[config.mk]
export PLATFORM = sky130hd
export DESIGN_NAME = bsp_div
export DESIGN_NICKNAME = d
export VERILOG_FILES = /design/src/hdl/bsp_div.sv
export SDC_FILE = /design/constraint.sdc
export NUM_CORES = 2
export LEC_CHECK = 0
export BUFFER_PORTS_ARGS = -buffer_cell sky130_fd_sc_hd__buf_4
export CAP_MARGIN = 30
export CORE_ASPECT_RATIO = 1.4
export CORE_MARGIN = 2
export CORE_UTILIZATION = 35
export DETAILED_ROUTE_END_ITERATION = 10
export SLEW_MARGIN = 30
export SYNTH_ARGS = -nofsm -noshare
export SYNTH_HDL_FRONTEND = slang
export SYNTH_SLANG_ARGS = --single-unit
[constraint.sdc]
create_clock -name clk -period 11 [get_ports clk]
set_clock_uncertainty 0.05 [all_clocks]
set_input_delay 1.1 -clock clk [delete_from_list [all_inputs] [get_ports clk]]
set_output_delay 1.1 -clock clk [all_outputs]
set_load 0.02 [all_outputs]
[src/hdl/bsp_div.sv]
// pipelined restoring divider on unsigned values, one quotient bit per stage
// depends on nothing; used three times by the top level
module bsp_div #(
  parameter int NW = 52,
  parameter int DW = 33,
  parameter int QB = 25
) (
  input  logic          clk,
  input  logic          en,
  input  logic [NW-1:0] num,
  input  logic [DW-1:0] den,
  output logic [QB-1:0] quo,
  output logic          ovf
);

  localparam int CW = (NW > DW + QB) ? NW : DW + QB;

  logic [CW-1:0] r_r [0:QB-1];
  logic [DW-1:0] d_r [0:QB-1];
  logic [QB-1:0] q_r [0:QB];
  logic          o_r [0:QB];

  always_ff @(posedge clk) begin
    if (en) begin
      r_r[0] <= CW'(num);
      d_r[0] <= den;
      q_r[0] <= '0;
      o_r[0] <= CW'(num) >= (CW'(den) << QB);
    end
  end

  for (genvar k = 1; k <= QB; k++) begin : g_stage
    logic [CW-1:0] sh;
    logic          ge;
    logic [QB-1:0] q_nxt;
    assign sh = CW'(d_r[k-1]) << (QB - k);
    assign ge = r_r[k-1] >= sh;
    always_comb begin
      q_nxt = q_r[k-1];
      q_nxt[QB-k] = ge;
    end
    always_ff @(posedge clk) begin
      if (en) begin
        q_r[k] <= q_nxt;
        o_r[k] <= o_r[k-1];
      end
    end
    if (k < QB) begin : g_rem
      always_ff @(posedge clk) begin
        if (en) begin
          r_r[k] <= ge ? r_r[k-1] - sh : r_r[k-1];
          d_r[k] <= d_r[k-1];
        end
      end
    end
  end

  assign quo = q_r[QB];
  assign ovf = o_r[QB];

endmodule

== Word-level counts from Yosys, hierarchy flattened ==
Memory sizes are Yosys's and may differ from the RTL's.
Index checks and enable logic that the tools add are counted.
Cells by class
  multiplexer cells: 26
  $lt $le $gt $ge: 26
  add/subtract/negate cells: 24
Operators with widths (number)
  $mux W58: 24
  $ge A52 B58 Y1: 1
  $ge A58 B33 Y1: 1
  $ge A58 B34 Y1: 1
  $ge A58 B35 Y1: 1
  $ge A58 B36 Y1: 1
  $ge A58 B37 Y1: 1
  $ge A58 B38 Y1: 1
  $ge A58 B39 Y1: 1
  $ge A58 B40 Y1: 1
  $ge A58 B41 Y1: 1
  $ge A58 B42 Y1: 1
  $ge A58 B43 Y1: 1
  $ge A58 B44 Y1: 1
  $ge A58 B45 Y1: 1
  $ge A58 B46 Y1: 1
  $ge A58 B47 Y1: 1
  $ge A58 B48 Y1: 1
  $ge A58 B49 Y1: 1
  $ge A58 B50 Y1: 1
  $ge A58 B51 Y1: 1
  $ge A58 B52 Y1: 1
  $ge A58 B53 Y1: 1
  $ge A58 B54 Y1: 1
  28 further kinds: 29
Word-level totals
  memories: 4
  output and inout bits: 26
  register bits: 0
  RAM bits: 2951
Memories
  r_r: words 25, width 58, rd ports 25, clocked after Yosys merged registers in 0, wr ports 25, RTL line 18  | logic [CW-1:0] r_r [0:QB-1];
  d_r: words 25, width 33, rd ports 25, clocked after Yosys merged registers in 0, wr ports 25, RTL line 19  | logic [DW-1:0] d_r [0:QB-1];
  q_r: words 26, width 25, rd ports 26, clocked after Yosys merged registers in 0, wr ports 26, RTL line 20  | logic [QB-1:0] q_r [0:QB];
  o_r: words 26, width 1, rd ports 26, clocked after Yosys merged registers in 0, wr ports 26, RTL line 21  | logic o_r [0:QB];

== Depth between registers and ports, before layout ==
An unclocked memory read counts as a cell.
  depth after elaboration: 3
  depth in mapped cells: 17

== Worst setup path after synthesis ==
OpenSTA, ideal clock, no wires.
  path kind: register to register
  start point: memory r_r[17][7] in the netlist's numbering
  end point: memory r_r[18][49] in the netlist's numbering (data pin)
  setup slack: 7.229 ns
  buffers on the path: 0
  data required time: 10.684 ns
  cell stages (with the launch flop): 16
  data arrival time: 3.455 ns
  clock period less this slack: 3.771 ns
  path through: edfxtp_1 > inv_1 > ha_1 > inv_1 > fa_1 > a21o_2 > a22o_1 > o2111a_1 > a211oi_1 > nor2_1 > a221o_1 > a31oi_1 > o22ai_1 > or3_1 > nor3_1 > xor2_1
RTL lines (RTL line)
  start, declared: 18

==> flow_summary_export.csv <==
group,metric,value,unit
critical_path,reg2regPathDepth,14,
clock_tree,post-cts-setup-buffers,0,
synthesis,synthCells,12200,
place,dpl_worst_slack,5360,ps
global_routing,grt_pass1_vias,97000,
synthesis,ys_warn_count,0,
place,io_buffer_count,112,
synthesis,yosys_register_bits,2620,
critical_path,setup.worst_path.class,"flip-flop to flip-flop",
critical_path,arrival,6250,ps
worst_hold_path,min_path_type,"primary input to flip-flop",
clock_tree,cts.reportedPaths.clkPinSlew,60,ps
place,routabilityCongestion,0.957,
timing,grt_setup_unrepaired,"false",
power_and_ir_drop,vdd_ir_drop_max,131,uV
clock_tree,clockBufferDepth,4,
critical_path,rr_endpoint,"r_r[2][25]$_DFFE_PP_",
global_routing,antenna_found_initial,8,
worst_hold_path,hold_path.startpoint,"den[20]",
critical_path,r2r_setup_slack,5290,ps
timing,tightest_slew,1090,ps
die,die_x,538,um
global_routing,grt_pass1_wl,556000,um
clock_tree,cts_tree,"done",
timing,fmax,175,MHz
clock_tree,cts_buffers,285,
global_routing,grt_max_degree,184,
timing,fin_setup_tns,0,ps
global_routing,gr-total-overflow,0,
route,drt_iter0_drc,4664,
critical_path,path_max_fanout,46,
route,wl_per_cell,20.7,um
clock_tree,root_buffer,"clkbuf_16",
synthesis,ys_seq_area_share,56.3,%
die,initial_core_util,35.1,%
critical_path,cp-end-kind,"flip-flop",
die,die-height,751,um
worst_hold_path,hold_path_end,"d_r[0][20]$_DFFE_PP_",
worst_hold_path,hold_path_depth,1,
global_routing,busiest_layer,"met2",
timing,hold_viol_final,0,
final_layout,fin_nets,13400,
status,status,"complete, no violations",
die,boundaryPins,113,
route,drtAntennaViolNets,0,
clock_tree,cts_sinks,2620,
clock_tree,cts-resized-gates,0,
power_and_ir_drop,p_per_area,258,nW/um^2
global_routing,grtUsageTotal,18.1,%
route,vias_per_cell,5.18,
clock_tree,hold_buffers,0,
synthesis,synth_top_flop_cell,"edfxtp_1",
power_and_ir_drop,power_leakage,60.1,nW
final_layout,drive_gt1_share,7.25,%
synthesis,avgSynthCellArea,11.4,um^2
synthesis,synthArstFlopShare,0,%
timing,period_share,51.9,%
synthesis,yosys.cell_types.count,101,
synthesis,syn-num-nets,13200,
critical_path,r2r-start,"d_r[0][35]$_DFFE_PP_",
critical_path,cp-startpoint,"d_r[0][35]$_DFFE_PP_",
global_routing,met1_usage,13.7,%
route,wirelength,371000,um
route,vias,92900,
place,post-dp-hpwl,292000,um
clock_tree,clk_latency,950,ps
die,coreArea,398000,um^2
synthesis,syn_area,140000,um^2
timing,min_period,5710,ps
route,dr.pass1.iters,7,
global_routing,use_met2,37.0,%
die,die-area,404000,um^2
timing,setup_viol,0,
route,drc,0,
critical_path,startpoint_type,"flip-flop",
final_layout,areaGrowthSynthToFinish,12.1,%
timing,relSlewSlack,27.0,%
run,cap_violations,0,
timing,layout_setup_ws,5290,ps
global_routing,met3_usage,2.11,%
clock_tree,h-tree-depth,5,
synthesis,synth_edf_count,2620,
timing,final_max_slew_viol_count,0,
die,core.rowCount,274,
critical_path,required,11540,ps
-- stage by stage --
| stage | total power (W) | instance area, um^2 | hold WS, ps | util, % | instances |
|---|---|---|---|---|---|
| 6_report | 0.0403 | 157000 | 281 | 39.4 | 17900 |
| 5_1_grt | 0.0427 | 157000 | 234 | 39.4 | 17900 |
| 4_1_cts | 0.0405 | 156000 | 201 | 39.3 | 17900 |
| 3_5_place_dp | 0.0307 | 147000 | 355 | 37.0 | 17400 |
| 3_3_place_gp | 0.0306 | 147000 | 350 | 36.9 | 17400 |
| 2_1_floorplan | 0.0259 | 140000 | 350 | - | 12200 |
-- where the power goes --
group          internal (W)  leakage [nW]  switching (W)
registers            0.0139          25.4        0.00151
clock network       0.00559          4.56        0.00413
logic               0.00617          30.2        0.00906
total                0.0256          60.1         0.0147
-- how the worst max path moves through the flow --
| stage | slack (ps) | endpoint | cells after the start |
|---|---|---|---|
| after detailed placement | 5360 | r_r[2][25]$_DFFE_PP_ | 14 |
| after floorplan | 7230 | r_r[18][49]$_DFFE_PP_ | 15 |
| after global routing | 5180 | r_r[16][53]$_DFFE_PP_ | 14 |
| final | 5290 | r_r[2][25]$_DFFE_PP_ | 14 |
| after global placement | 1700 | r_r[12][53]$_DFFE_PP_ | 14 |
| after CTS | 5290 | r_r[2][25]$_DFFE_PP_ | 14 |
-- cell usage after synthesis (218+ instances only) --
| library cell | n | area share, % |
|---|---|---|
| edfxtp_1 | 2620 | 56 |
| inv_1 | 1077 | 2.9 |
| a21oi_1 | 1046 | 3.7 |
| nand2_1 | 894 | 2.4 |
| ha_1 | 847 | 7.6 |
| nor2_1 | 799 | 2.1 |
| o21ai_0 | 739 | 2.6 |
| xnor2_1 | 584 | 3.7 |
| a21o_1 | 471 | 2.5 |
| xor2_1 | 387 | 2.4 |
| clkbuf_1 | 245 | 0.66 |
| nor3_1 | 218 | 0.78 |
-- cells in the final DEF, fill, tap and decap left out, drive strengths merged, types with 184 or more instances in the layout --
cell,Yosys,routed
nand4,201,201
ha,847,847
xnor2,584,584
buf,64,213
nand2,894,894
nor4,184,184
clkbuf,247,339
xor2,387,387
a21oi,1046,1046
nand3,210,210
nor3,223,223
nor2,799,799
a21o,473,473
edfxtp,2620,2620
inv,1079,1096
o21ai,754,754
-- kinds of logic after synthesis --
group	after synthesis	share of synthesized area (%)
buf+inv	1390	3.79
compound gates	3070	13.5
flops	2620	56.3
xor+xnor	971	6.09
fa+ha+maj	871	7.93
mux	146	1.17
simple gates	3181	11.2
-- critical path: stages, from the launching register on --
cell and delay, ps:
edfxtp_1 750, inv_1 100, ha_1 550, o211ai_1 270, a21oi_1 90, o41a_1 460, a221o_1 450, o21ai_1 310
o211ai_1 150, buf_4 180, a31o_2 260, nand3_1 80, nand4_1 420, buf_4 470, a21oi_1 690
-- sequential cells by signal (all words and copies together) (netlist names) --
register	flops
r_r	1444
o_r	26
d_r	825
q_r	325
-- layout make-up --
class	instances	area, um^2
fillers	38100	241000
flip-flops and latches	2620	78700
multi-input cells	8239	56100
clock buffers	339	7380
well taps	5244	6560
inverters	1079	4050
clock inverters	176	2020
repair buffers	213	1810
diodes	23	57.6
-- routing by layer --
metal / routed length, um / up-vias / share of wire, %
li1: - / 45500 / -
met1: 106000 / 44300 / 29
met2: 211000 / 1926 / 57
met3: 10100 / 1114 / 2.7
met4: 44100 / 0 / 12
met5: 0 / - / 0
(Power assumes the default switching activity.)
