[src/hdl/bsp_pkg.sv]
// billboard sprite projection: shared beat types, register codes and widths
// no dependencies; imported by bsp_front, bsp_back, the top level and the testbench
package bsp_pkg;

  localparam int QW = 25;
  localparam int FRONT_STAGES = 4;
  localparam int BACK_STAGES = 2;
  localparam int NST = FRONT_STAGES + QW + 1 + BACK_STAGES;

  localparam int CFG_W = 13;
  localparam int CFG_IDX_W = 2;
  localparam logic [CFG_IDX_W-1:0] REG_SCREEN_WIDTH = 2'd0;
  localparam logic [CFG_IDX_W-1:0] REG_SCREEN_HEIGHT = 2'd1;
  localparam logic [CFG_W-1:0] SCREEN_WIDTH_RST = 13'd640;
  localparam logic [CFG_W-1:0] SCREEN_HEIGHT_RST = 13'd480;

  localparam int ND_W = 52;
  localparam int DD_W = 33;
  localparam int NC_W = 47;
  localparam int DC_W = 34;
  localparam int NF_W = 46;
  localparam int DF_W = 40;

  typedef struct packed {
    logic signed [15:0] sprite_pos_x;
    logic signed [15:0] sprite_pos_y;
    logic [11:0]        sprite_scale;
    logic signed [15:0] viewer_x;
    logic signed [15:0] viewer_y;
    logic signed [15:0] look_x;
    logic signed [15:0] look_y;
    logic signed [15:0] view_plane_x;
    logic signed [15:0] view_plane_y;
  } bsp_in_t;

  typedef struct packed {
    logic               in_front;
    logic signed [23:0] depth;
    logic signed [15:0] center_column;
    logic [14:0]        scaled_height;
    logic [14:0]        scaled_width;
    logic [14:0]        first_column;
    logic signed [15:0] end_column;
    logic [14:0]        first_row;
    logic [11:0]        end_row;
  } bsp_out_t;

  typedef struct packed {
    logic        neg_d;
    logic        neg_c;
    logic        det_nz;
    logic [11:0] scale;
  } bsp_side_t;

  typedef struct packed {
    logic [ND_W-1:0] num_d;
    logic [DD_W-1:0] den_d;
    logic [NC_W-1:0] num_c;
    logic [DC_W-1:0] den_c;
    logic [NF_W-1:0] num_f;
    logic [DF_W-1:0] den_f;
    bsp_side_t       side;
  } bsp_fe_t;

  typedef struct packed {
    logic [QW-1:0] quo_d;
    logic          ovf_d;
    logic [QW-1:0] quo_c;
    logic          ovf_c;
    logic [QW-1:0] quo_f;
  } bsp_quo_t;

endpackage

[src/hdl/bsp_back.sv]
// quotient cleanup, saturation, size and clamped draw rectangle
// two register stages, the second is the output register; uses bsp_pkg
module bsp_back (
  input  logic                      clk,
  input  logic                      en,
  input  logic [bsp_pkg::CFG_W-1:0] scr_w,
  input  logic [bsp_pkg::CFG_W-1:0] scr_h,
  input  bsp_pkg::bsp_quo_t         quo,
  input  bsp_pkg::bsp_side_t        side,
  output bsp_pkg::bsp_out_t         res
);
  import bsp_pkg::*;

  logic signed [23:0] depth_nxt, depth_r;
  logic signed [15:0] center_nxt, center_r;
  logic               front_nxt, front_r;
  logic [QW-1:0]      full_r;
  logic [36:0]        prod_r;

  logic signed [31:0] size_s, half_s, bottom_s, top_s, left_s, right_s, cen_s;
  logic signed [31:0] h_s, w_s;
  bsp_out_t           res_nxt, res_r;

  always_comb begin
    if (!side.det_nz) begin
      depth_nxt = '0;
    end else if (quo.ovf_d || quo.quo_d[QW-1:23] != '0) begin
      depth_nxt = side.neg_d ? 24'sh800000 : 24'sh7FFFFF;
    end else if (side.neg_d) begin
      depth_nxt = -$signed({1'b0, quo.quo_d[22:0]});
    end else begin
      depth_nxt = $signed({1'b0, quo.quo_d[22:0]});
    end
    front_nxt = side.det_nz && !side.neg_d && (quo.ovf_d || quo.quo_d != '0);
    if (side.neg_c) begin
      if (quo.ovf_c || quo.quo_c > QW'(32768)) begin
        center_nxt = 16'sh8000;
      end else begin
        center_nxt = 16'(-$signed({1'b0, quo.quo_c[16:0]}));
      end
    end else begin
      if (quo.ovf_c || quo.quo_c > QW'(32767)) begin
        center_nxt = 16'sh7FFF;
      end else begin
        center_nxt = $signed({1'b0, quo.quo_c[14:0]});
      end
    end
  end

  always_ff @(posedge clk) begin
    if (en) begin
      depth_r  <= depth_nxt;
      center_r <= center_nxt;
      front_r  <= front_nxt;
      full_r   <= quo.quo_f;
      prod_r   <= quo.quo_f * side.scale;
    end
  end

  always_comb begin
    h_s      = $signed({19'd0, scr_h});
    w_s      = $signed({19'd0, scr_w});
    cen_s    = 32'(center_r);
    size_s   = $signed({3'd0, prod_r[36:8]});
    half_s   = size_s >>> 1;
    bottom_s = $signed({20'd0, scr_h[CFG_W-1:1]}) + $signed({8'd0, full_r[QW-1:1]});
    top_s    = bottom_s - size_s;
    left_s   = cen_s - half_s;
    right_s  = cen_s + half_s;
    if (top_s < 0) top_s = '0;
    if (bottom_s >= h_s) bottom_s = h_s - 32'sd1;
    if (left_s < 0) left_s = '0;
    if (right_s >= w_s) right_s = w_s - 32'sd1;

    res_nxt       = '0;
    res_nxt.depth = depth_r;
    if (front_r) begin
      res_nxt.in_front      = 1'b1;
      res_nxt.center_column = center_r;
      res_nxt.scaled_height = (size_s > 32'sd32767) ? 15'h7FFF : size_s[14:0];
      res_nxt.scaled_width  = res_nxt.scaled_height;
      res_nxt.first_column  = (left_s > 32'sd32767) ? 15'h7FFF : left_s[14:0];
      res_nxt.end_column    = (right_s > 32'sd32767) ? 16'sh7FFF : right_s[15:0];
      res_nxt.first_row     = (top_s > 32'sd32767) ? 15'h7FFF : top_s[14:0];
      if (bottom_s < 0) begin
        res_nxt.end_row = '0;
      end else if (bottom_s > 32'sd4095) begin
        res_nxt.end_row = 12'hFFF;
      end else begin
        res_nxt.end_row = bottom_s[11:0];
      end
    end
  end

  always_ff @(posedge clk) begin
    if (en) begin
      res_r <= res_nxt;
    end
  end

  assign res = res_r;

endmodule

[config.mk]
export PLATFORM = sky130hd
export DESIGN_NAME = bsp_back
export DESIGN_NICKNAME = d
export VERILOG_FILES = /design/src/hdl/bsp_pkg.sv /design/src/hdl/bsp_back.sv
export SDC_FILE = /design/constraint.sdc
export NUM_CORES = 1
export LEC_CHECK = 0
export BUFFER_PORTS_ARGS = -buffer_cell sky130_fd_sc_hd__buf_2
export CAP_MARGIN = 40
export CORE_ASPECT_RATIO = 0.75
export CORE_UTILIZATION = 25
export CTS_BUF_LIST = sky130_fd_sc_hd__clkbuf_4 sky130_fd_sc_hd__clkbuf_8
export CTS_CLUSTER_DIAMETER = 50
export DETAILED_ROUTE_END_ITERATION = 8
export PLACE_DENSITY = 0.51
export SLEW_MARGIN = 20
export SYNTH_ARGS = -nofsm -noshare
export SYNTH_HDL_FRONTEND = slang
export SYNTH_SLANG_ARGS = --single-unit
[constraint.sdc]
create_clock -name clk -period 10.15 [get_ports clk]
set_clock_uncertainty 0.1 [all_clocks]
set_input_delay 1.5225 -clock clk [delete_from_list [all_inputs] [get_ports clk]]
set_output_delay 1.5225 -clock clk [all_outputs]
set_load 0.01 [all_outputs]
## After elaboration in Yosys (flattened, before gate mapping)

Index checks and enable logic that the tools add are counted.

| storage, ports and cells | value |
|---|---|
| register bits after elaboration | 217 |
| input bits | 120 |
| logic and storage cells | 63 |

| operators by class | value |
|---|---|
| add/sub/neg operators | 8 |
| $mul | 1 |
| order comparisons | 12 |
| mux-type cells | 16 |
| bitwise logic cells | 1 |
| reduce and logical (&&, ||, !) cells | 11 |

Operators by type and width:

| kind | count |
|---|---|
| two-way mux 32 bit | 4 |
| > comparator 32 x 16 -> 1 bit (second input constant) | 3 |
| two-way mux 15 bit | 5 |
| two-way mux 24 bit | 3 |
| < comparator 30 x 1 -> 1 bit (second input constant) | 2 |
| multiplier 25 x 12 -> 37 bit | 1 |
| > comparator 32 x 13 -> 1 bit (second input constant) | 1 |
| < comparator 32 x 1 -> 1 bit (second input constant) | 1 |
| two-way mux 16 bit | 2 |
| adder 16 x 29 -> 30 bit | 1 |
| greater-or-equal comparator 30 x 14 -> 1 bit | 1 |
| subtractor 16 x 29 -> 30 bit | 1 |
| subtractor 25 x 29 -> 30 bit | 1 |
| > comparator 29 x 15 -> 1 bit (second input constant) | 1 |
| subtractor 13 x 1 -> 14 bit (second input constant) | 2 |
| adder 12 x 24 -> 25 bit | 1 |
| greater-or-equal comparator 25 x 13 -> 1 bit | 1 |
| > comparator 25 x 15 -> 1 bit (second input constant) | 1 |
| > comparator 25 x 16 -> 1 bit (second input constant) | 1 |
| nonzero test 25 bit | 1 |
| negation 23 -> 24 bit | 1 |
| negation 16 bit | 1 |
| two-way mux 12 bit | 1 |
| logical OR 1 bit | 4 |
| 6 further kinds | 8 |

## Longest topological paths before layout

| depth | value |
|---|---|
| depth in word-level cells | 6 |
| depth in mapped cells | 24 |
| mapped depth without buffers | 22 |

## Worst setup path after synthesis

No wires, ideal clock.

| timing | value |
|---|---|
| path kind | in2reg |
| start | input port side[11] in the netlist's numbering |
| end | register prod_r[30], data pin |
| arrival time | 6.705 ns |
| data required time | 9.792 ns |
| setup slack | 3.088 ns |
| stages | 21 |
| path through | clkbuf_1 clkbuf_1 nand2_1 fa_1 inv_1 fa_1 fa_1 fa_1 fa_1 ha_1 a21o_1 a21o_1 a21oi_1 o21a_1 o21ai_0 a21oi_1 a21boi_0 o21ai_0 o221ai_1 a21oi_1 xnor2_1 |

| between the ends | value |
|---|---|
| longest elaborated chain between the ends | 1 |

Ends and longest elaborated chain:

| element | line | RTL |
|---|---|---|
| start, declared | bsp_back.sv:9 | `input bsp_pkg::bsp_side_t side,` |
| multiplier 25 x 12 -> 37 bit | bsp_back.sv:56 | `prod_r <= quo.quo_f * side.scale;` |
| end signal, assigned | bsp_back.sv:56 |  |
| end, declared | bsp_back.sv:18 | `logic [36:0] prod_r;` |

Every way passes these cells.
A chain may end at the register's enable or synchronous reset.

## Worst setup path in the final report

Same ends and word-level chain as after synthesis.

==> Implementation_results.wiki <==
{| class="wikitable"
! Metric !! Value
|-
| Status || finished clean
|-
| Uppermost layer routed || met4
|-
| Hold_sp || depth_r[19]
|-
| RR Endpoint || res[18]
|-
| Effective utilization at floorplan || 25.3%
|-
| DRC errors left || 0
|-
| Number of distinct library cells after synthesis || 91
|-
| Part of the power in the clock network || about 13%
|-
| Grt ovf || 0
|-
| Core utilization of the finished layout || approximately 29%
|-
| HPWL after detailed placement || between 50000 and 60000 um
|-
| Area share of the largest cell type after synthesis || about a quarter
|-
| Total setup violations reported at the end of the flow || 0
|-
| Horizontal die dimension || 364 um
|-
| Layout overhead on the synthesized area || 13.8%
|-
| Maximum vdd ir drop || 225 uV
|-
| Sequential fraction of design power || a little under a fifth
|-
| Post-Syn Area per Cell || 9.17 um^2
|-
| Routed WL per cell || between 15 and 20 um
|-
| Share of total power in combinational logic || between 60% and 70%
|-
| Final Max Tran Viols || 0
|-
| 1st-iter DRT viols || 1544
|-
| Required arrival time at the worst endpoint || 10370 ps
|-
| Cell types occupying the most area after synthesis || sky130_fd_sc_hd__edfxtp_1, sky130_fd_sc_hd__fa_1, sky130_fd_sc_hd__ha_1, sky130_fd_sc_hd__inv_1, sky130_fd_sc_hd__nand2_1
|-
| Number of detailed-routing iterations run before antenna repair || 7
|-
| Global-route wire length before repair || 115000 um
|-
| Number of flops mapped to enable cells by yosys || 208
|-
| Total wire length || 74800 um
|-
| TritonCTS clock tree || built
|-
| Power density relative to cell area || between 200 and 300 nW/um^2
|-
| H-tree Lvls || 2
|-
| Final RePlAce weighted congestion || slightly below 0.9
|-
| Vias per Instance || 4.73
|-
| Startpoint of the worst-slack reg-to-reg timing path || full_r[1]
|-
| Initial antenna violation count || 3
|-
| Category of the most critical setup path || in2reg
|-
| Endpoint kind of the worst setup timing path || register
|-
| Maximum clock insertion buffer count || 3
|-
| Die boundary height || 274 um
|-
| Routed met1 length || roughly 36000 um
|-
| Hold Crit Class || reg2reg
|-
| Combined area of all synthesized cells || 24600 um^2
|-
| Met2 WL || 32700 um
|-
| Hold bufs inserted after CTS || 0
|-
| Count of pins on the block boundary || 249
|-
| Commonest non-fill, non-tap cell in the layout || sky130_fd_sc_hd__inv_1
|-
| Most used cells in the layout excluding fill and tap cells || sky130_fd_sc_hd__inv_1, sky130_fd_sc_hd__nand2_1, sky130_fd_sc_hd__buf_2, sky130_fd_sc_hd__fa_1, sky130_fd_sc_hd__edfxtp_1
|-
| Achievable Freq || 136 MHz
|-
| Register Area || roughly 6200 um^2
|-
| Area of the placeable core || 97400 um^2
|-
| Area of the multi-input gates || 16500 um^2
|-
| Net count after synthesis || between 3k and 4k
|-
| Setup fix buffers added after clock tree synthesis || 0
|-
| CTS clock-pin slew for the worst setup and hold paths || 60 ps
|-
| Headroom to the max-slew limit || 42.8%
|-
| Post-cts sizing count || 0
|-
| Number of vias after detailed routing || 19.9k
|-
| Root cell of the clock tree || sky130_fd_sc_hd__clkbuf_8
|-
| Maximum number of pins on one net before global-route repair || 95
|-
| Share of the clock period used by the worst path || 72.3%
|-
| Port Buf Inserts || 248
|-
| Synth Warn # || 0
|-
| Cell taking the most area after synthesis || sky130_fd_sc_hd__edfxtp_1
|-
| Switching part of the total || 49.1%
|-
| Number of sinks on the clock net || 208
|-
| Share of flip-flops with an asynchronous set or reset || 0%
|-
| Number of buffers inserted during clock tree synthesis || 42
|-
| Sequential cell area fraction in the yosys report || 25.4%
|-
| Count of fill cells added during filler insertion || 10.5k
|-
| # Max-Cap Violations || 0
|-
| Number of nets at the end of the flow || 3402
|-
| Net switching power figure || roughly 3.8 mW
|-
| Total global routing track utilization || 14.9%
|-
| Internal cell power || approximately 4 mW
|-
| Hold Path Cell Cnt || 0
|-
| Via count of the first global-routing pass || 19.2k
|-
| End of the worst hold path || res[123]
|-
| Met3 wire length || roughly 4100 um
|-
| Power consumption || 7.84 mW
|-
| Ys flop type || sky130_fd_sc_hd__edfxtp_1
|-
| Startpoint type of the worst setup path || input pin
|-
| Length in cells of the worst reg-to-reg path || 21
|-
| Maximum fanout encountered on the critical timing path || 25
|-
| Clock insertion delay at the later pin of the skew report || between 600 and 700 ps
|-
| Full die area || 99600 um^2
|-
| Leakage dissipation || 12.4 nW
|-
| Total Neg Setup Slack || 0 ps
|-
| Slew @ Worst Pin || 852 ps
|-
| Count of antenna-violating nets left after detailed routing || 0
|-
| Synthesized flop and latch total || roughly 210
|-
| Ratio of cells with drive above 1 in the final layout || approximately an eighth
|-
| Setup slack of the worst register-to-register path || 3950 ps
|-
| Data arrival at the endpoint of the critical path || 7550 ps
|-
| Setup repair after global routing missed its margin || false
|-
| Syn Inst Count || 2682
|-
| Row count || 99
|-
| Final period demand of the worst path || about 7300 ps
|-
| Final hold violation count || 0
|}
-- critical path: stages --
cell and delay [ps]:
sky130_fd_sc_hd__buf_2 440, sky130_fd_sc_hd__nand2_1 160, sky130_fd_sc_hd__fa_1 560, sky130_fd_sc_hd__inv_1 50, sky130_fd_sc_hd__fa_1 520, sky130_fd_sc_hd__fa_1 540, sky130_fd_sc_hd__inv_1 50, sky130_fd_sc_hd__fa_1 530
sky130_fd_sc_hd__inv_1 60, sky130_fd_sc_hd__fa_1 480, sky130_fd_sc_hd__ha_1 360, sky130_fd_sc_hd__a21o_1 170, sky130_fd_sc_hd__a21oi_1 220, sky130_fd_sc_hd__a2111oi_0 150, sky130_fd_sc_hd__a21oi_1 610, sky130_fd_sc_hd__a21boi_0 250
sky130_fd_sc_hd__o21ai_0 360, sky130_fd_sc_hd__o221ai_1 210, sky130_fd_sc_hd__a21oi_1 210, sky130_fd_sc_hd__xnor2_1 80
-- power by group through the flow --
stage | clock network [mW] | logic [mW] | registers, mW
after floorplan | 0 | 3.96 | 1.37
after CTS | 1.01 | 5.49 | 1.42
after global routing | 1.05 | 6.10 | 1.43
final | 0.980 | 5.44 | 1.42
after detailed placement | 0 | 5.45 | 1.44
after global placement | 0 | 5.46 | 1.44
-- stage by stage --
stage / cells / instance area, um^2 / setup WS (ps) / hold WS (ps)
floorplan: 2682 / 24600 / 3090 / 300
global placement: 4113 / 26900 / 2300 / 300
detailed placement: 4120 / 27000 / 2280 / 305
CTS: 4197 / 28000 / 2900 / 311
global route: 4202 / 28000 / 2540 / 324
finish: 4203 / 28000 / 2810 / 311
-- flip-flops by register name (all words and copies together) (netlist names) --
name and cells:
prod_r 29, res 114, center_r 16, front_r 1, full_r 24, depth_r 24
-- metal layers --
layer / vias to the layer above / GRT usage (%)
met5: - / 0
met4: 0 / 4.00
met3: 81 / 2.30
met2: 527 / 22.4
met1: 9677 / 21.9
li1: 9577 / -
-- synth_stat cells, drive strengths merged (28+ instances only) --
cell type / count
inv: 330
nand2: 295
fa: 233
edfxtp: 208
ha: 196
nor2: 173
a21oi: 157
and2: 121
clkbuf: 111
xnor2: 94
o21ai: 93
nor3: 47
a21o: 42
nand3: 42
or3: 36
nand2b: 31
o21a: 31
buf: 29
xor2: 28
-- cell type report --
type | instances | share of cell area (%)
diodes | 4 | 0.0358
well taps | 1313 | 5.87
multi-input cells | 2003 | 58.9
repair buffers | 267 | 5.08
inverters | 331 | 4.44
clock inverters | 28 | 1.06
flip-flops and latches | 208 | 22.3
clock buffers | 49 | 2.25
-- how the worst max path moves through the flow --
| stage | startpoint | endpoint | slack, ps | depth (start not counted) |
|---|---|---|---|---|
| floorplan | side[11] | prod_r[30] | 3090 | 21 |
| global placement | side[11] | prod_r[30] | 2300 | 20 |
| detailed placement | side[11] | prod_r[30] | 2280 | 20 |
| CTS | side[11] | prod_r[30] | 2900 | 20 |
| global route | side[11] | prod_r[30] | 2540 | 20 |
| finish | side[11] | prod_r[30] | 2810 | 20 |
-- cell families (layout without fill, tap and decap cells) --
| logic type | Yosys count | count (layout) | share of synthesized area, % |
|---|---|---|---|
| other cells | 0 | 4 | 0 |
| mux | 11 | 11 | 0.458 |
| simple gates | 880 | 880 | 17.6 |
| flops | 208 | 208 | 25.4 |
| fa+ha+maj | 429 | 429 | 28.9 |
| buf+inv | 471 | 675 | 7.56 |
| compound gates | 558 | 558 | 15.4 |
| xor+xnor | 125 | 125 | 4.62 |
Power figures use the tool's default switching activity.
